$ cat src/hdl/strided_range_bit_toggle_unit_macros.svh
// ----------------------------------------------------------------------------
// strided_range_bit_toggle_unit_macros
// Assertion macros shared by the strided range bit toggle unit.
// ----------------------------------------------------------------------------
`ifndef STRIDED_RANGE_BIT_TOGGLE_UNIT_MACROS_SVH
`define STRIDED_RANGE_BIT_TOGGLE_UNIT_MACROS_SVH
`ifndef SYNTHESIS
// Check a property on every clock edge outside reset.
`define SRBT_ASSERT(lbl, clk, rst_n, prop, msg) \
    lbl: assert property (@(posedge clk) disable iff (!rst_n) (prop)) else $error(msg);
// Check a property on every clock edge, reset included.
`define SRBT_ASSERT_NORST(lbl, clk, prop, msg) \
    lbl: assert property (@(posedge clk) (prop)) else $error(msg);
`else
`define SRBT_ASSERT(lbl, clk, rst_n, prop, msg)
`define SRBT_ASSERT_NORST(lbl, clk, prop, msg)
`endif
`endif

$ cat src/hdl/srbt_pkg.sv
// ----------------------------------------------------------------------------
// srbt_pkg
// Types and constants of the strided range bit toggle unit.
// ----------------------------------------------------------------------------
package srbt_pkg;

    localparam int POS_W  = 11;
    localparam int IDX_W  = 4;
    localparam int WORD_W = 64;
    localparam int ACT_W  = 2;
    localparam int ADDR_W = 3;
    localparam int DATA_W = 32;

    localparam logic [POS_W-1:0] LEN_RESET = 11'd1024;

    // Action codes
    localparam logic [ACT_W-1:0] ACT_TOGGLE = 2'd0;
    localparam logic [ACT_W-1:0] ACT_READ   = 2'd1;
    localparam logic [ACT_W-1:0] ACT_LOAD   = 2'd2;

    // Register index, taken from paddr[2]
    localparam logic REG_LENGTH_IN_USE = 1'b0;

    // Remainder operand select
    localparam logic DIV_PHASE = 1'b0;
    localparam logic DIV_STEP  = 1'b1;

    typedef struct packed {
        logic [ACT_W-1:0]  action;
        logic [POS_W-1:0]  first_pos;
        logic [POS_W-1:0]  last_pos;
        logic [POS_W-1:0]  stride;
        logic [IDX_W-1:0]  word_index;
        logic [WORD_W-1:0] load_data;
    } t_req;

    typedef struct packed {
        logic [WORD_W-1:0] read_word;
        logic [IDX_W-1:0]  read_index;
    } t_rsp;

    typedef struct packed {
        logic do_read;
        logic do_load;
        logic capture;
        logic div_start;
        logic div_sel;
        logic save_phase;
        logic save_step;
        logic sweep_step;
    } t_cmd;

    typedef struct packed {
        logic div_done;
        logic sweep_last;
        logic toggle_noop;
    } t_status;

endpackage

$ cat src/hdl/strided_range_bit_toggle_unit.sv
// ----------------------------------------------------------------------------
// strided_range_bit_toggle_unit
// Read and load requests complete in the accept cycle; the read result
// strobes in the cycle after. A toggle request that is not a no-op holds busy
// through two passes of the bit-serial remainder unit, then a sweep of
// W = min(ceil(BITS/64), 32) words, one word per cycle.
// Reset (synchronous, active low) clears the bitmap and sets the length to 1024.
// ----------------------------------------------------------------------------
//
// Bitmap of BITS positions kept as 64-bit words in flip-flops. A toggle
// request inverts first, first+stride, ... up to min(last, length). The sweep
// builds each word's mask from three pieces:
//   - a stride pattern (bits at multiples of stride), doubled up after capture,
//   - the pattern phase for the word, backed off by 64 mod stride per word,
//   - a window that keeps only positions between first and the clipped top.
// The starting phase is (first-1) mod stride; both remainders come from one
// shared remainder unit. The receiver cannot stall: a result appears on o_rsp
// with o_rsp_valid, held to the next read. Write length_in_use only while idle.
//
module strided_range_bit_toggle_unit
    import srbt_pkg::*;
#(
    parameter int BITS = 1024
)
(
    input  logic              i_clk,
    input  logic              i_rst_n,
    // request channel
    input  logic              start,
    output logic              busy,
    input  t_req              i_req,
    // result channel
    output logic              o_rsp_valid,
    output t_rsp              o_rsp,
    // configuration port
    input  logic              psel,
    input  logic              penable,
    input  logic              pwrite,
    input  logic [ADDR_W-1:0] paddr,
    input  logic [DATA_W-1:0] pwdata,
    output logic [DATA_W-1:0] prdata,
    output logic              pready
);

    logic [POS_W-1:0] r_length;
    logic             cfg_wr;
    t_cmd             cmd;
    t_status          status;
    logic             ctrl_busy;

    // Configuration register: byte address 0, bit 2 of paddr selects it
    assign cfg_wr = psel && penable && pwrite && (paddr[2] == REG_LENGTH_IN_USE);

    always_ff @(posedge i_clk) begin
        if (!i_rst_n) begin
            r_length <= LEN_RESET;
        end else if (cfg_wr) begin
            r_length <= pwdata[POS_W-1:0];
        end
    end

    // Answer a read with the length; other addresses read as zero
    assign prdata = (paddr[2] == REG_LENGTH_IN_USE) ? DATA_W'(r_length) : '0;
    assign pready = 1'b1;

    // Sequence the requests
    srbt_ctrl u_ctrl (
        .i_clk    (i_clk),
        .i_rst_n  (i_rst_n),
        .i_start  (start),
        .i_action (i_req.action),
        .i_status (status),
        .o_cmd    (cmd),
        .o_busy   (ctrl_busy)
    );

    // Hold the bitmap, build masks, drive the result register
    srbt_datapath #(
        .BITS (BITS)
    ) u_dp (
        .i_clk       (i_clk),
        .i_rst_n     (i_rst_n),
        .i_cmd       (cmd),
        .i_req       (i_req),
        .i_length    (r_length),
        .o_status    (status),
        .o_rsp       (o_rsp),
        .o_rsp_valid (o_rsp_valid)
    );

    assign busy = ctrl_busy;

endmodule

$ cat src/hdl/srbt_rem_unit.sv
// ----------------------------------------------------------------------------
// srbt_rem_unit
// Iterative restoring remainder, one quotient bit per cycle.
// ----------------------------------------------------------------------------
module srbt_rem_unit
    import srbt_pkg::*;
(
    input  logic             i_clk,
    input  logic             i_rst_n,
    input  logic             i_start,
    input  logic [POS_W-1:0] i_dividend,
    input  logic [POS_W-1:0] i_divisor,
    output logic             o_done,
    output logic [POS_W-1:0] o_rem
);

    localparam int CNT_W = $clog2(POS_W + 1);

    logic             r_busy;
    logic             r_done;
    logic [CNT_W-1:0] r_cnt;
    logic [POS_W-1:0] r_rem;
    logic [POS_W-1:0] r_dvd;
    logic [POS_W-1:0] r_dvs;
    logic [POS_W:0]   rem_sh;
    logic [POS_W:0]   rem_sub;
    logic [POS_W-1:0] n_rem;

    always_comb begin
        rem_sh  = {r_rem, r_dvd[POS_W-1]};
        rem_sub = rem_sh - {1'b0, r_dvs};
        if (rem_sh >= {1'b0, r_dvs}) begin
            n_rem = rem_sub[POS_W-1:0];
        end else begin
            n_rem = rem_sh[POS_W-1:0];
        end
    end

    always_ff @(posedge i_clk) begin
        if (!i_rst_n) begin
            r_busy <= 1'b0;
            r_done <= 1'b0;
            r_cnt  <= '0;
        end else begin
            r_done <= 1'b0;
            if (i_start) begin
                r_busy <= 1'b1;
                r_cnt  <= CNT_W'(POS_W);
            end else if (r_busy) begin
                r_cnt <= r_cnt - 1'b1;
                if (r_cnt == CNT_W'(1)) begin
                    r_busy <= 1'b0;
                    r_done <= 1'b1;
                end
            end
        end
    end

    always_ff @(posedge i_clk) begin
        if (i_start) begin
            r_rem <= '0;
            r_dvd <= i_dividend;
            r_dvs <= i_divisor;
        end else if (r_busy) begin
            r_rem <= n_rem;
            r_dvd <= {r_dvd[POS_W-2:0], 1'b0};
        end
    end

    assign o_done = r_done;
    assign o_rem  = r_rem;

endmodule

$ cat src/hdl/srbt_datapath.sv
// ----------------------------------------------------------------------------
// srbt_datapath
// Bitmap words, stride pattern builder, word sweep and read masking.
// ----------------------------------------------------------------------------
`include "strided_range_bit_toggle_unit_macros.svh"

module srbt_datapath
    import srbt_pkg::*;
#(
    parameter int BITS = 1024
)
(
    input  logic             i_clk,
    input  logic             i_rst_n,
    input  t_cmd             i_cmd,
    input  t_req             i_req,
    input  logic [POS_W-1:0] i_length,
    output t_status          o_status,
    output t_rsp             o_rsp,
    output logic             o_rsp_valid
);

    localparam int WORDS   = (BITS + 63) / 64;
    // positions never pass 2047, so no word past the 32nd is ever touched
    localparam int NW      = (WORDS < 32) ? WORDS : 32;
    localparam int IW      = (NW > 1) ? $clog2(NW) : 1;
    localparam int LEN_CAP = (BITS < 2047) ? BITS : 2047;

    logic [WORD_W-1:0]       r_bitmap [NW];
    logic                    r_rsp_valid;
    t_rsp                    r_rsp;
    logic [POS_W-1:0]        r_lo;
    logic signed [POS_W:0]   r_hi;
    logic [POS_W-1:0]        r_s;
    logic [WORD_W-1:0]       r_q;
    logic [6:0]              r_qsh;
    logic [POS_W-1:0]        r_ph;
    logic [POS_W-1:0]        r_m;
    logic [IW-1:0]           r_w;

    logic [POS_W-1:0]        len_eff;
    logic [POS_W-1:0]        top;
    logic                    rd_ok;
    logic [IW-1:0]           rd_addr;
    logic [IW-1:0]           acc_addr;
    logic [WORD_W-1:0]       cur;
    logic [POS_W:0]          rd_base;
    logic [POS_W:0]          rd_diff;
    logic [WORD_W-1:0]       vmask;
    logic [POS_W+1:0]        w_base;
    logic signed [POS_W+1:0] lo_off;
    logic signed [POS_W+1:0] hi_off;
    logic [WORD_W-1:0]       ge_mask;
    logic [WORD_W-1:0]       le_mask;
    logic [WORD_W-1:0]       st_mask;
    logic [POS_W:0]          ph_wrap;
    logic [POS_W-1:0]        n_ph;
    logic [POS_W-1:0]        dividend;
    logic                    rem_done;
    logic [POS_W-1:0]        rem;
    logic                    wr_en;
    logic [WORD_W-1:0]       wr_data;

    srbt_rem_unit u_rem (
        .i_clk      (i_clk),
        .i_rst_n    (i_rst_n),
        .i_start    (i_cmd.div_start),
        .i_dividend (dividend),
        .i_divisor  (r_s),
        .o_done     (rem_done),
        .o_rem      (rem)
    );

    assign dividend = (i_cmd.div_sel == DIV_STEP) ? POS_W'(64) : r_lo;

    // Clip the length and the top of the toggle range
    always_comb begin
        len_eff = (i_length < POS_W'(LEN_CAP)) ? i_length : POS_W'(LEN_CAP);
        top     = (i_req.last_pos < len_eff) ? i_req.last_pos : len_eff;
    end

    // One shared word port: sweep word while sweeping, request word otherwise
    always_comb begin
        rd_ok    = (32'(i_req.word_index) < WORDS);
        rd_addr  = IW'(i_req.word_index);
        acc_addr = i_cmd.sweep_step ? r_w : rd_addr;
        cur      = r_bitmap[acc_addr];
    end

    // Read mask: drop bits past the length
    always_comb begin
        rd_base = {2'b00, i_req.word_index, 6'b000000};
        rd_diff = {1'b0, len_eff} - rd_base;
        if ({1'b0, len_eff} <= rd_base) begin
            vmask = '0;
        end else if (rd_diff >= (POS_W+1)'(64)) begin
            vmask = '1;
        end else begin
            vmask = ~({WORD_W{1'b1}} << rd_diff[5:0]);
        end
    end

    // Sweep mask for the current word: range window and stride pattern
    always_comb begin
        w_base = (POS_W+2)'({r_w, 6'b000000});
        lo_off = $signed({2'b00, r_lo}) - $signed(w_base);
        hi_off = $signed({r_hi[POS_W], r_hi}) - $signed(w_base);
        if (lo_off <= 0) begin
            ge_mask = '1;
        end else if (lo_off >= 64) begin
            ge_mask = '0;
        end else begin
            ge_mask = {WORD_W{1'b1}} << lo_off[5:0];
        end
        if (hi_off < 0) begin
            le_mask = '0;
        end else if (hi_off >= 63) begin
            le_mask = '1;
        end else begin
            le_mask = {WORD_W{1'b1}} >> (6'd63 - hi_off[5:0]);
        end
        if (r_ph >= POS_W'(64)) begin
            st_mask = '0;
        end else begin
            st_mask = r_q << r_ph[5:0];
        end
        // phase of the next word: back off by 64 mod stride, wrap once
        ph_wrap = {1'b0, r_ph} + {1'b0, r_s} - {1'b0, r_m};
        if (r_ph >= r_m) begin
            n_ph = r_ph - r_m;
        end else begin
            n_ph = ph_wrap[POS_W-1:0];
        end
    end

    always_comb begin
        wr_en   = (i_cmd.do_load && rd_ok) || i_cmd.sweep_step;
        wr_data = i_cmd.sweep_step ? (cur ^ (ge_mask & le_mask & st_mask))
                                   : i_req.load_data;
    end

    always_ff @(posedge i_clk) begin
        if (!i_rst_n) begin
            r_rsp_valid <= 1'b0;
            for (int k = 0; k < NW; k++) begin
                r_bitmap[k] <= '0;
            end
        end else begin
            r_rsp_valid <= i_cmd.do_read;
            if (wr_en) begin
                r_bitmap[acc_addr] <= wr_data;
            end
        end
    end

    always_ff @(posedge i_clk) begin
        if (i_cmd.do_read) begin
            r_rsp.read_word  <= rd_ok ? (cur & vmask) : '0;
            r_rsp.read_index <= i_req.word_index;
        end
        if (i_cmd.capture) begin
            r_lo  <= i_req.first_pos - 1'b1;
            r_hi  <= $signed({1'b0, top}) - 12'sd1;
            r_s   <= i_req.stride;
            r_q   <= WORD_W'(1);
            r_qsh <= (i_req.stride >= POS_W'(64)) ? 7'd64 : i_req.stride[6:0];
        end else begin
            // double the pattern; once saturated it holds
            r_q   <= r_q | (r_q << r_qsh);
            r_qsh <= (r_qsh >= 7'd32) ? 7'd64 : {r_qsh[5:0], 1'b0};
        end
        if (i_cmd.save_phase) begin
            r_ph <= rem;
        end else if (i_cmd.sweep_step) begin
            r_ph <= n_ph;
        end
        if (i_cmd.save_step) begin
            r_m <= rem;
            r_w <= '0;
        end else if (i_cmd.sweep_step) begin
            r_w <= r_w + 1'b1;
        end
    end

    always_comb begin
        o_status.div_done    = rem_done;
        o_status.sweep_last  = (r_w == IW'(NW - 1));
        o_status.toggle_noop = (i_req.stride == '0) || (i_req.first_pos == '0) ||
                               (i_req.first_pos > i_req.last_pos);
    end

    assign o_rsp       = r_rsp;
    assign o_rsp_valid = r_rsp_valid;

    `SRBT_ASSERT(a_rsp_after_read, i_clk, i_rst_n,
        r_rsp_valid |-> $past(i_cmd.do_read), "result strobe without a read request")
    `SRBT_ASSERT(a_phase_in_range, i_clk, i_rst_n,
        i_cmd.sweep_step |-> ((r_ph < r_s) && (r_m < r_s)), "sweep phase not below stride")
    `SRBT_ASSERT(a_sweep_alone, i_clk, i_rst_n,
        i_cmd.sweep_step |-> !(i_cmd.do_read || i_cmd.do_load || i_cmd.capture),
        "request command during a sweep")

endmodule

$ cat src/hdl/srbt_ctrl.sv
// ----------------------------------------------------------------------------
// srbt_ctrl
// Request decode and toggle sequencing: two remainders, then a word sweep.
// ----------------------------------------------------------------------------
`include "strided_range_bit_toggle_unit_macros.svh"

module srbt_ctrl
    import srbt_pkg::*;
(
    input  logic             i_clk,
    input  logic             i_rst_n,
    input  logic             i_start,
    input  logic [ACT_W-1:0] i_action,
    input  t_status          i_status,
    output t_cmd             o_cmd,
    output logic             o_busy
);

    typedef enum logic [2:0] {
        ST_IDLE,
        ST_START_A,
        ST_WAIT_A,
        ST_START_B,
        ST_WAIT_B,
        ST_SWEEP
    } t_state;

    t_state r_state;
    t_state n_state;

    always_comb begin
        o_cmd   = '0;
        n_state = r_state;
        unique case (r_state)
            ST_IDLE: begin
                if (i_start) begin
                    unique case (i_action)
                        ACT_READ: begin
                            o_cmd.do_read = 1'b1;
                        end
                        ACT_LOAD: begin
                            o_cmd.do_load = 1'b1;
                        end
                        ACT_TOGGLE: begin
                            o_cmd.capture = 1'b1;
                            if (!i_status.toggle_noop) begin
                                n_state = ST_START_A;
                            end
                        end
                        default: begin
                            n_state = ST_IDLE;
                        end
                    endcase
                end
            end
            ST_START_A: begin
                o_cmd.div_start = 1'b1;
                o_cmd.div_sel   = DIV_PHASE;
                n_state         = ST_WAIT_A;
            end
            ST_WAIT_A: begin
                if (i_status.div_done) begin
                    o_cmd.save_phase = 1'b1;
                    n_state          = ST_START_B;
                end
            end
            ST_START_B: begin
                o_cmd.div_start = 1'b1;
                o_cmd.div_sel   = DIV_STEP;
                n_state         = ST_WAIT_B;
            end
            ST_WAIT_B: begin
                if (i_status.div_done) begin
                    o_cmd.save_step = 1'b1;
                    n_state         = ST_SWEEP;
                end
            end
            ST_SWEEP: begin
                o_cmd.sweep_step = 1'b1;
                if (i_status.sweep_last) begin
                    n_state = ST_IDLE;
                end
            end
            default: begin
                n_state = ST_IDLE;
            end
        endcase
    end

    always_ff @(posedge i_clk) begin
        if (!i_rst_n) begin
            r_state <= ST_IDLE;
        end else begin
            r_state <= n_state;
        end
    end

    assign o_busy = (r_state != ST_IDLE);

    `SRBT_ASSERT(a_toggle_starts, i_clk, i_rst_n, (o_cmd.capture && !i_status.toggle_noop) |=> (r_state == ST_START_A), "toggle request did not start the sequence")
    `SRBT_ASSERT(a_done_when_waiting, i_clk, i_rst_n, i_status.div_done |-> ((r_state == ST_WAIT_A) || (r_state == ST_WAIT_B)), "remainder done outside a wait state")
    `SRBT_ASSERT_NORST(a_reset_idle, i_clk, !i_rst_n |=> (r_state == ST_IDLE), "controller not idle after reset")

endmodule
$ cat config.mk
export PLATFORM = sky130hd
export DESIGN_NAME = strided_range_bit_toggle_unit
export DESIGN_NICKNAME = d
export VERILOG_FILES = /design/src/hdl/srbt_pkg.sv /design/src/hdl/strided_range_bit_toggle_unit.sv /design/src/hdl/srbt_rem_unit.sv /design/src/hdl/srbt_datapath.sv /design/src/hdl/srbt_ctrl.sv
export VERILOG_INCLUDE_DIRS = /design/src /design/src/hdl
export SDC_FILE = /design/constraint.sdc
export NUM_CORES = 2
export LEC_CHECK = 0
export ABC_AREA = 1
export BUFFER_PORTS_ARGS = -buffer_cell sky130_fd_sc_hd__buf_4
export CORE_MARGIN = 4
export CORE_UTILIZATION = 55
export DETAILED_ROUTE_END_ITERATION = 16
export GPL_TIMING_DRIVEN = 1
export PLACE_DENSITY_LB_ADDON = 0.08
export SYNTH_ARGS = -nofsm -noshare
export SYNTH_HDL_FRONTEND = slang
export SYNTH_SLANG_ARGS = --single-unit
$ cat constraint.sdc
create_clock -name i_clk -period 6.2 [get_ports i_clk]
set_input_delay 1.24 -clock i_clk [delete_from_list [all_inputs] [get_ports i_clk]]
set_output_delay 1.24 -clock i_clk [all_outputs]
set_load 0.05 [all_outputs]
### Word level (Yosys, flattened, before mapping)

Memories as Yosys holds them, arrays and structs flattened.
Cells that the tools add are included.

| operators by class | value |
|---|---|
| divide/modulo/power cells | 0 |
| multiply operators | 0 |
| mux-type cells | 52 |
| shift operators | 5 |
| add/subtract/negate cells | 12 |
| order comparisons | 14 |
| bitwise logic cells | 9 |
| reduce and logical (&&, ||, !) cells | 18 |
| equal/unequal tests | 15 |

Operators with widths:

| operator | count |
|---|---|
| $mux W64 | 9 |
| $and A64 B64 Y64 | 3 |
| $shl A64 B6 Y64 const A | 2 |
| $mux W11 | 10 |
| $not A64 Y64 | 1 |
| $or A64 B64 Y64 | 1 |
| $reduce_or A64 Y1 | 1 |
| $shl A64 B6 Y64 | 1 |
| $shl A64 B7 Y64 | 1 |
| $shr A64 B6 Y64 const A | 1 |
| $xor A64 B64 Y64 | 1 |
| $sub A11 B11 Y11 | 3 |
| $sub A11 B10 Y12 | 2 |
| $ge A11 B7 Y1 const B | 2 |
| $logic_not A11 Y1 | 2 |
| $mux W3 | 7 |
| $mux W7 | 3 |
| $pmux W3 S6 | 1 |
| $mux W1 | 16 |
| $mux W4 | 4 |
| $ge A13 B7 Y1 const B | 1 |
| $lt A13 B1 Y1 const B | 1 |
| $sub A12 B11 Y13 | 1 |
| $ge A12 B11 Y1 | 1 |
| 37 further kinds | 50 |

| storage, ports and cells | value |
|---|---|
| flip-flop bits (word level) | 253 |
| output and inout bits | 103 |
| latch bits | 0 |
| input port bits | 144 |
| bits in read-only memories | 0 |
| word-level logic and storage cells | 146 |
| RAM bits | 1024 |
| memories kept | 1 |

Memory list:

| name | depth | width | read ports | clocked after memory_dff | write ports | RTL line | text |
|---|---|---|---|---|---|---|---|
| u_dp.r_bitmap | 16 | 64 | 1 | 0 | 16 | srbt_datapath.sv:29 | `logic [WORD_W-1:0] r_bitmap [NW];` |

### Logic depth before layout (Yosys ltp)

| logic depth | value |
|---|---|
| depth after elaboration | 10 |
| depth in mapped cells | 21 |
| gate-level depth less buffers | 19 |

### By module

A second synthesis with hierarchy kept.

| unflattened totals | value |
|---|---|
| cell total of the unflattened synthesis | 8151 |
| area total of the unflattened synthesis | 69828.2 um2 |

Modules (own cells, without submodules):

| module | cells each | instances | sequential area each (um2) | area an instance (um2) |
|---|---|---|---|---|
| srbt_datapath | 7665 | 1 | 35994.5 | 66387.4 |
| srbt_rem_unit | 311 | 1 | 1001.0 | 2356.0 |
| strided_range_bit_toggle_unit | 120 | 1 | 220.2 | 739.5 |
| srbt_ctrl | 55 | 1 | 60.1 | 345.3 |

### Worst setup path after synthesis

OpenSTA, ideal clock, no wires.

| path | value |
|---|---|
| path type | input to register |
| start | in i_req[102] (netlist bit) |
| end | reg u_dp.r_rsp, in the netlist u_dp.o_rsp[0] (enable) |
| path buffers | 0 |
| data required time | 5.623 ns |
| slack | -0.465 ns |
| stages on the path | 4 |
| data arrival time | 6.088 ns |
| setup time | 0.577 ns |
| cells stage by stage | inv_1 ha_1 inv_1 nor3_1 |

RTL lines:

| element | RTL line | text |
|---|---|---|
| start, declared | strided_range_bit_toggle_unit.sv:31 | `input t_req i_req,` |
| end, declared | srbt_datapath.sv:31 | `t_rsp r_rsp;` |

==> impl_summary.txt <==
----------------------------------------------------
[Placed design]
  Placer's final routability congestion estimate ... 1.02
  Post-placement cell count ... 10292
  Dpl hpwl ... 172000 um
  PortBufs ... 201

[Floorplan]
  Num rows ... 131
  CORE AREA ... 0.128 mm2
  Die outline area ... 0.135 mm2
  Top-level I/O count ... 247
  Die outline width ... 367 um
  Effective utilization at floorplan ... 0.555
  Die extent in y ... 367 um

[Timing]
  Time the worst path needs with I/O delays and setup ... 4.92 ns
  Unrepaired setup endpoints after global routing ... false
  Tightest Pin Transition ... 1.29 ns
  Max-slew violation total from the final report ... 0
  Clock tree skew after final layout ... 0.0271 ns
  Final Hold Vio Count ... 0
  Upper clock frequency limit ... 203 MHz
  TNS Setup ... 0 ns
  Setup violators final ... 0
  Part of the cycle the worst path needs ... 0.793
  Relative slew margins ... 0.133

[Routing]
  Detail-routed net length per standard cell ... 25.7 um
  Detailed-route via count ... 64773
  Remaining design rule violation count ... 0
  Detailed-router iteration count before antenna repair ... 8
  Remaining antenna violation count after routing ... 0
  DR iter-0 viols ... 9827
  Via-to-Cell Ratio ... 6.14
  Total Wirelength ... 271000 um

[Clock tree]
  Post CTS Setup Buffer Count ... 0
  Skew-Pair Late Insertion Delay ... 0.81 ns
  CTS resizes ... 0
  Clock sink count ... 1277
  H-Tree Level Count ... 4
  Clock Root Buffer ... clkbuf_16
  Clock input transition at the sequential cells of the worst setup and hold paths ... 0.06 ns
  Post-CTS Hold Buffers ... 0
  TritonCTS clock tree ... built
  Clock tree buffer depth ... 3
  Total CTS buffers ... 142

[Cells and area]
  Layout Area Growth over Synthesis ... 10.5%
  Post-layout instance count excluding filler cells ... 10546
  Sequential standard cell area ... 0.0373 mm2
  Final layout net count ... 9007
  Number of fill cells in the layout ... 11256
  Area used by multi-input combinational logic ... 0.0295 mm2
  Fraction of final layout cells sized beyond drive strength 1 ... 0.0854

[Power]
  Power per cell area ... 262 mW/mm2
  Worst vdd ir ... 0.291 mV
  Leakage Power ... 33.1 nW

[Synthesis]
  Synthesized cell area ... 0.0708 mm2
  YS warnings ... 0
  Mean post-synth cell area ... 8.01 um2
  Library cells used by synthesis ... 55
  Cell types occupying the most area after synthesis ... edfxtp_1 (50%), nand2_1 (16%), nand3_1 (7.0%)
  Ys async rst share ... 0
  Synthesized instance count ... 8848
  Cell type with the highest aggregate area in the netlist ... edfxtp_1
  Ys flop type ... edfxtp_1
  Flip-flop and latch count after synthesis ... 1277
  Top cell type's share of synthesized area ... 0.496
  Post-synthesis sequential area ratio ... 0.526
  Post-synth EDFFs ... 1170

[Global route]
  Initial antenna violation count ... 10
  Wire length of the first global-routing pass ... 392000 um
  Via count of the first global-routing pass ... 58807
  Total track usage ... 0.393
  Maximum number of pins on one net before global-route repair ... 122
  Global-route congestion overflow total ... 0

[Worst setup path]
  Path type of the worst setup path ... reg2reg
  Required arrival time at the worst endpoint ... 6.83 ns
  Critical Path Source Type ... flip-flop
  CP endpoint kind ... flip-flop
  Critical path fanouts, max ... 112
  Worst EP arrival ... 5.54 ns

[Run status]
  Outcome ... finished clean

[Hold path]
  Class of the worst hold path ... reg2reg

[Run]
  Max capacitance violation total ... 0

----------------------------------------------------
## cell usage after synthesis (28+ instances only)
cell type / instances
inv_1: 402
nand2_2: 30
nand2_1: 2987
nand3_1: 996
or2_2: 73
nand4_1: 83
nor2_1: 1169
buf_2: 194
a31oi_1: 39
a21oi_1: 388
o21ai_0: 373
o21ai_1: 43
ha_1: 74
buf_1: 61
edfxtp_1: 1170
buf_4: 53
nor3_1: 45
clkbuf_1: 313
dfxtp_1: 107
xor2_1: 28
## cells in the final DEF (no fill, tap or decap), types with 105 or more instances in the layout
master	Yosys	layout
buf_4	53	354
edfxtp_1	1170	1170
nor2_1	1169	1165
nand3_1	996	996
inv_1	402	397
o21ai_0	373	373
a21oi_1	388	388
nand2_1	2987	2955
dfxtp_1	107	105
clkbuf_16	0	145
## power breakdown
group          switching, W  total (W)  leakage [nW]  internal [W]
sequential         0.000155    0.00989          12.8       0.00973
combinational       0.00179    0.00242          18.2      0.000629
clock               0.00359    0.00816          2.11       0.00457
total               0.00553     0.0205          33.1        0.0149
## worst paths after layout
| check | start | end | slack [ns] | cells past startpoint |
|---|---|---|---|---|
| max | u_ctrl.r_state[1]$_SDFFE_PN0P_ | u_dp.r_bitmap[1][40]$_SDFFCE_PN0P_ | 1.28 | 16 |
| min | u_dp.r_s[9]$_DFFE_PP_ | u_dp.u_rem.r_dvs[9]$_DFFE_PN_ | 0.45 | 0 |
| max reg2reg | u_ctrl.r_state[1]$_SDFFE_PN0P_ | u_dp.r_bitmap[1][40]$_SDFFCE_PN0P_ | 1.28 | 16 |
| min reg2reg | u_dp.r_s[9]$_DFFE_PP_ | u_dp.u_rem.r_dvs[9]$_DFFE_PN_ | 0.45 | 0 |
## layout make-up
type | count | area share
Timing Repair Buffer | 392 | 0.0437
Sequential cell | 1277 | 0.476
Inverter | 425 | 0.0207
Multi-Input combinational cell | 6536 | 0.377
Tap cell | 1662 | 0.0266
Clock inverter | 54 | 0.00595
Antenna cell | 4 | 0.000128
Clock buffer | 196 | 0.0497
## worst max-delay path, stage by stage (launching register included)
cell and delay [ns]:
dfxtp_1 0.53, inv_2 0.10, nand3_4 0.16, buf_4 0.40, nand2_1 0.16, o21ai_4 0.21
inv_8 0.31, nor2_4 0.72, buf_4 0.40, nand2_1 0.08, nand3_1 0.08, nand2_1 0.05
nand4_1 0.31, inv_1 0.24, nand2_1 0.13, nand3_2 0.40, a21oi_1 0.31
## per-stage QoR
step                utilization  area (um2)  total power, W  hold slack (ns)  setup WS [ns]
floorplan                     -       70900          0.0115            0.426           1.57
global placement          0.579       73900          0.0124            0.436           1.19
detailed placement        0.579       73900          0.0124            0.438           1.08
CTS                       0.613       78200          0.0204            0.447           1.47
global route              0.613       78200          0.0211            0.449           1.11
finish                    0.613       78200          0.0205            0.451           1.28
## layer usage
layer / global-route usage / part of all wire
met5: 0 / 0.00019
met4: 0.165 / 0.046
met3: 0.103 / 0.14
met2: 0.589 / 0.43
met1: 0.543 / 0.38
## kinds of logic (layout without fill, tap and decap cells)
group | after synthesis | in the layout | share of synthesized area
adder cells (fa/ha/maj) | 89 | 89 | 0.0173
XOR/XNOR | 39 | 39 | 0.00482
flip-flops | 1277 | 1277 | 0.526
AO/OA/AOI/OAI | 942 | 942 | 0.0705
other | 2 | 26 | 0.000106
buffers and inverters | 1055 | 1067 | 0.0630
AND/OR/NAND/NOR | 5424 | 5424 | 0.315
multiplexers | 20 | 20 | 0.00283
## sequential cells by signal (all words and copies together), names as in the netlist, 11 cells and up
name,flops
u_dp.r_q,64
u_dp.o_rsp,68
u_dp.r_m,11
u_dp.r_bitmap,1024
u_dp.r_lo,11
r_length,11
u_dp.u_rem.o_rem,11
u_dp.u_rem.r_dvd,11
u_dp.r_hi,12
u_dp.u_rem.r_dvs,11
u_dp.r_ph,11
u_dp.r_s,11
No activity file was read; power rests on OpenSTA's default activity.
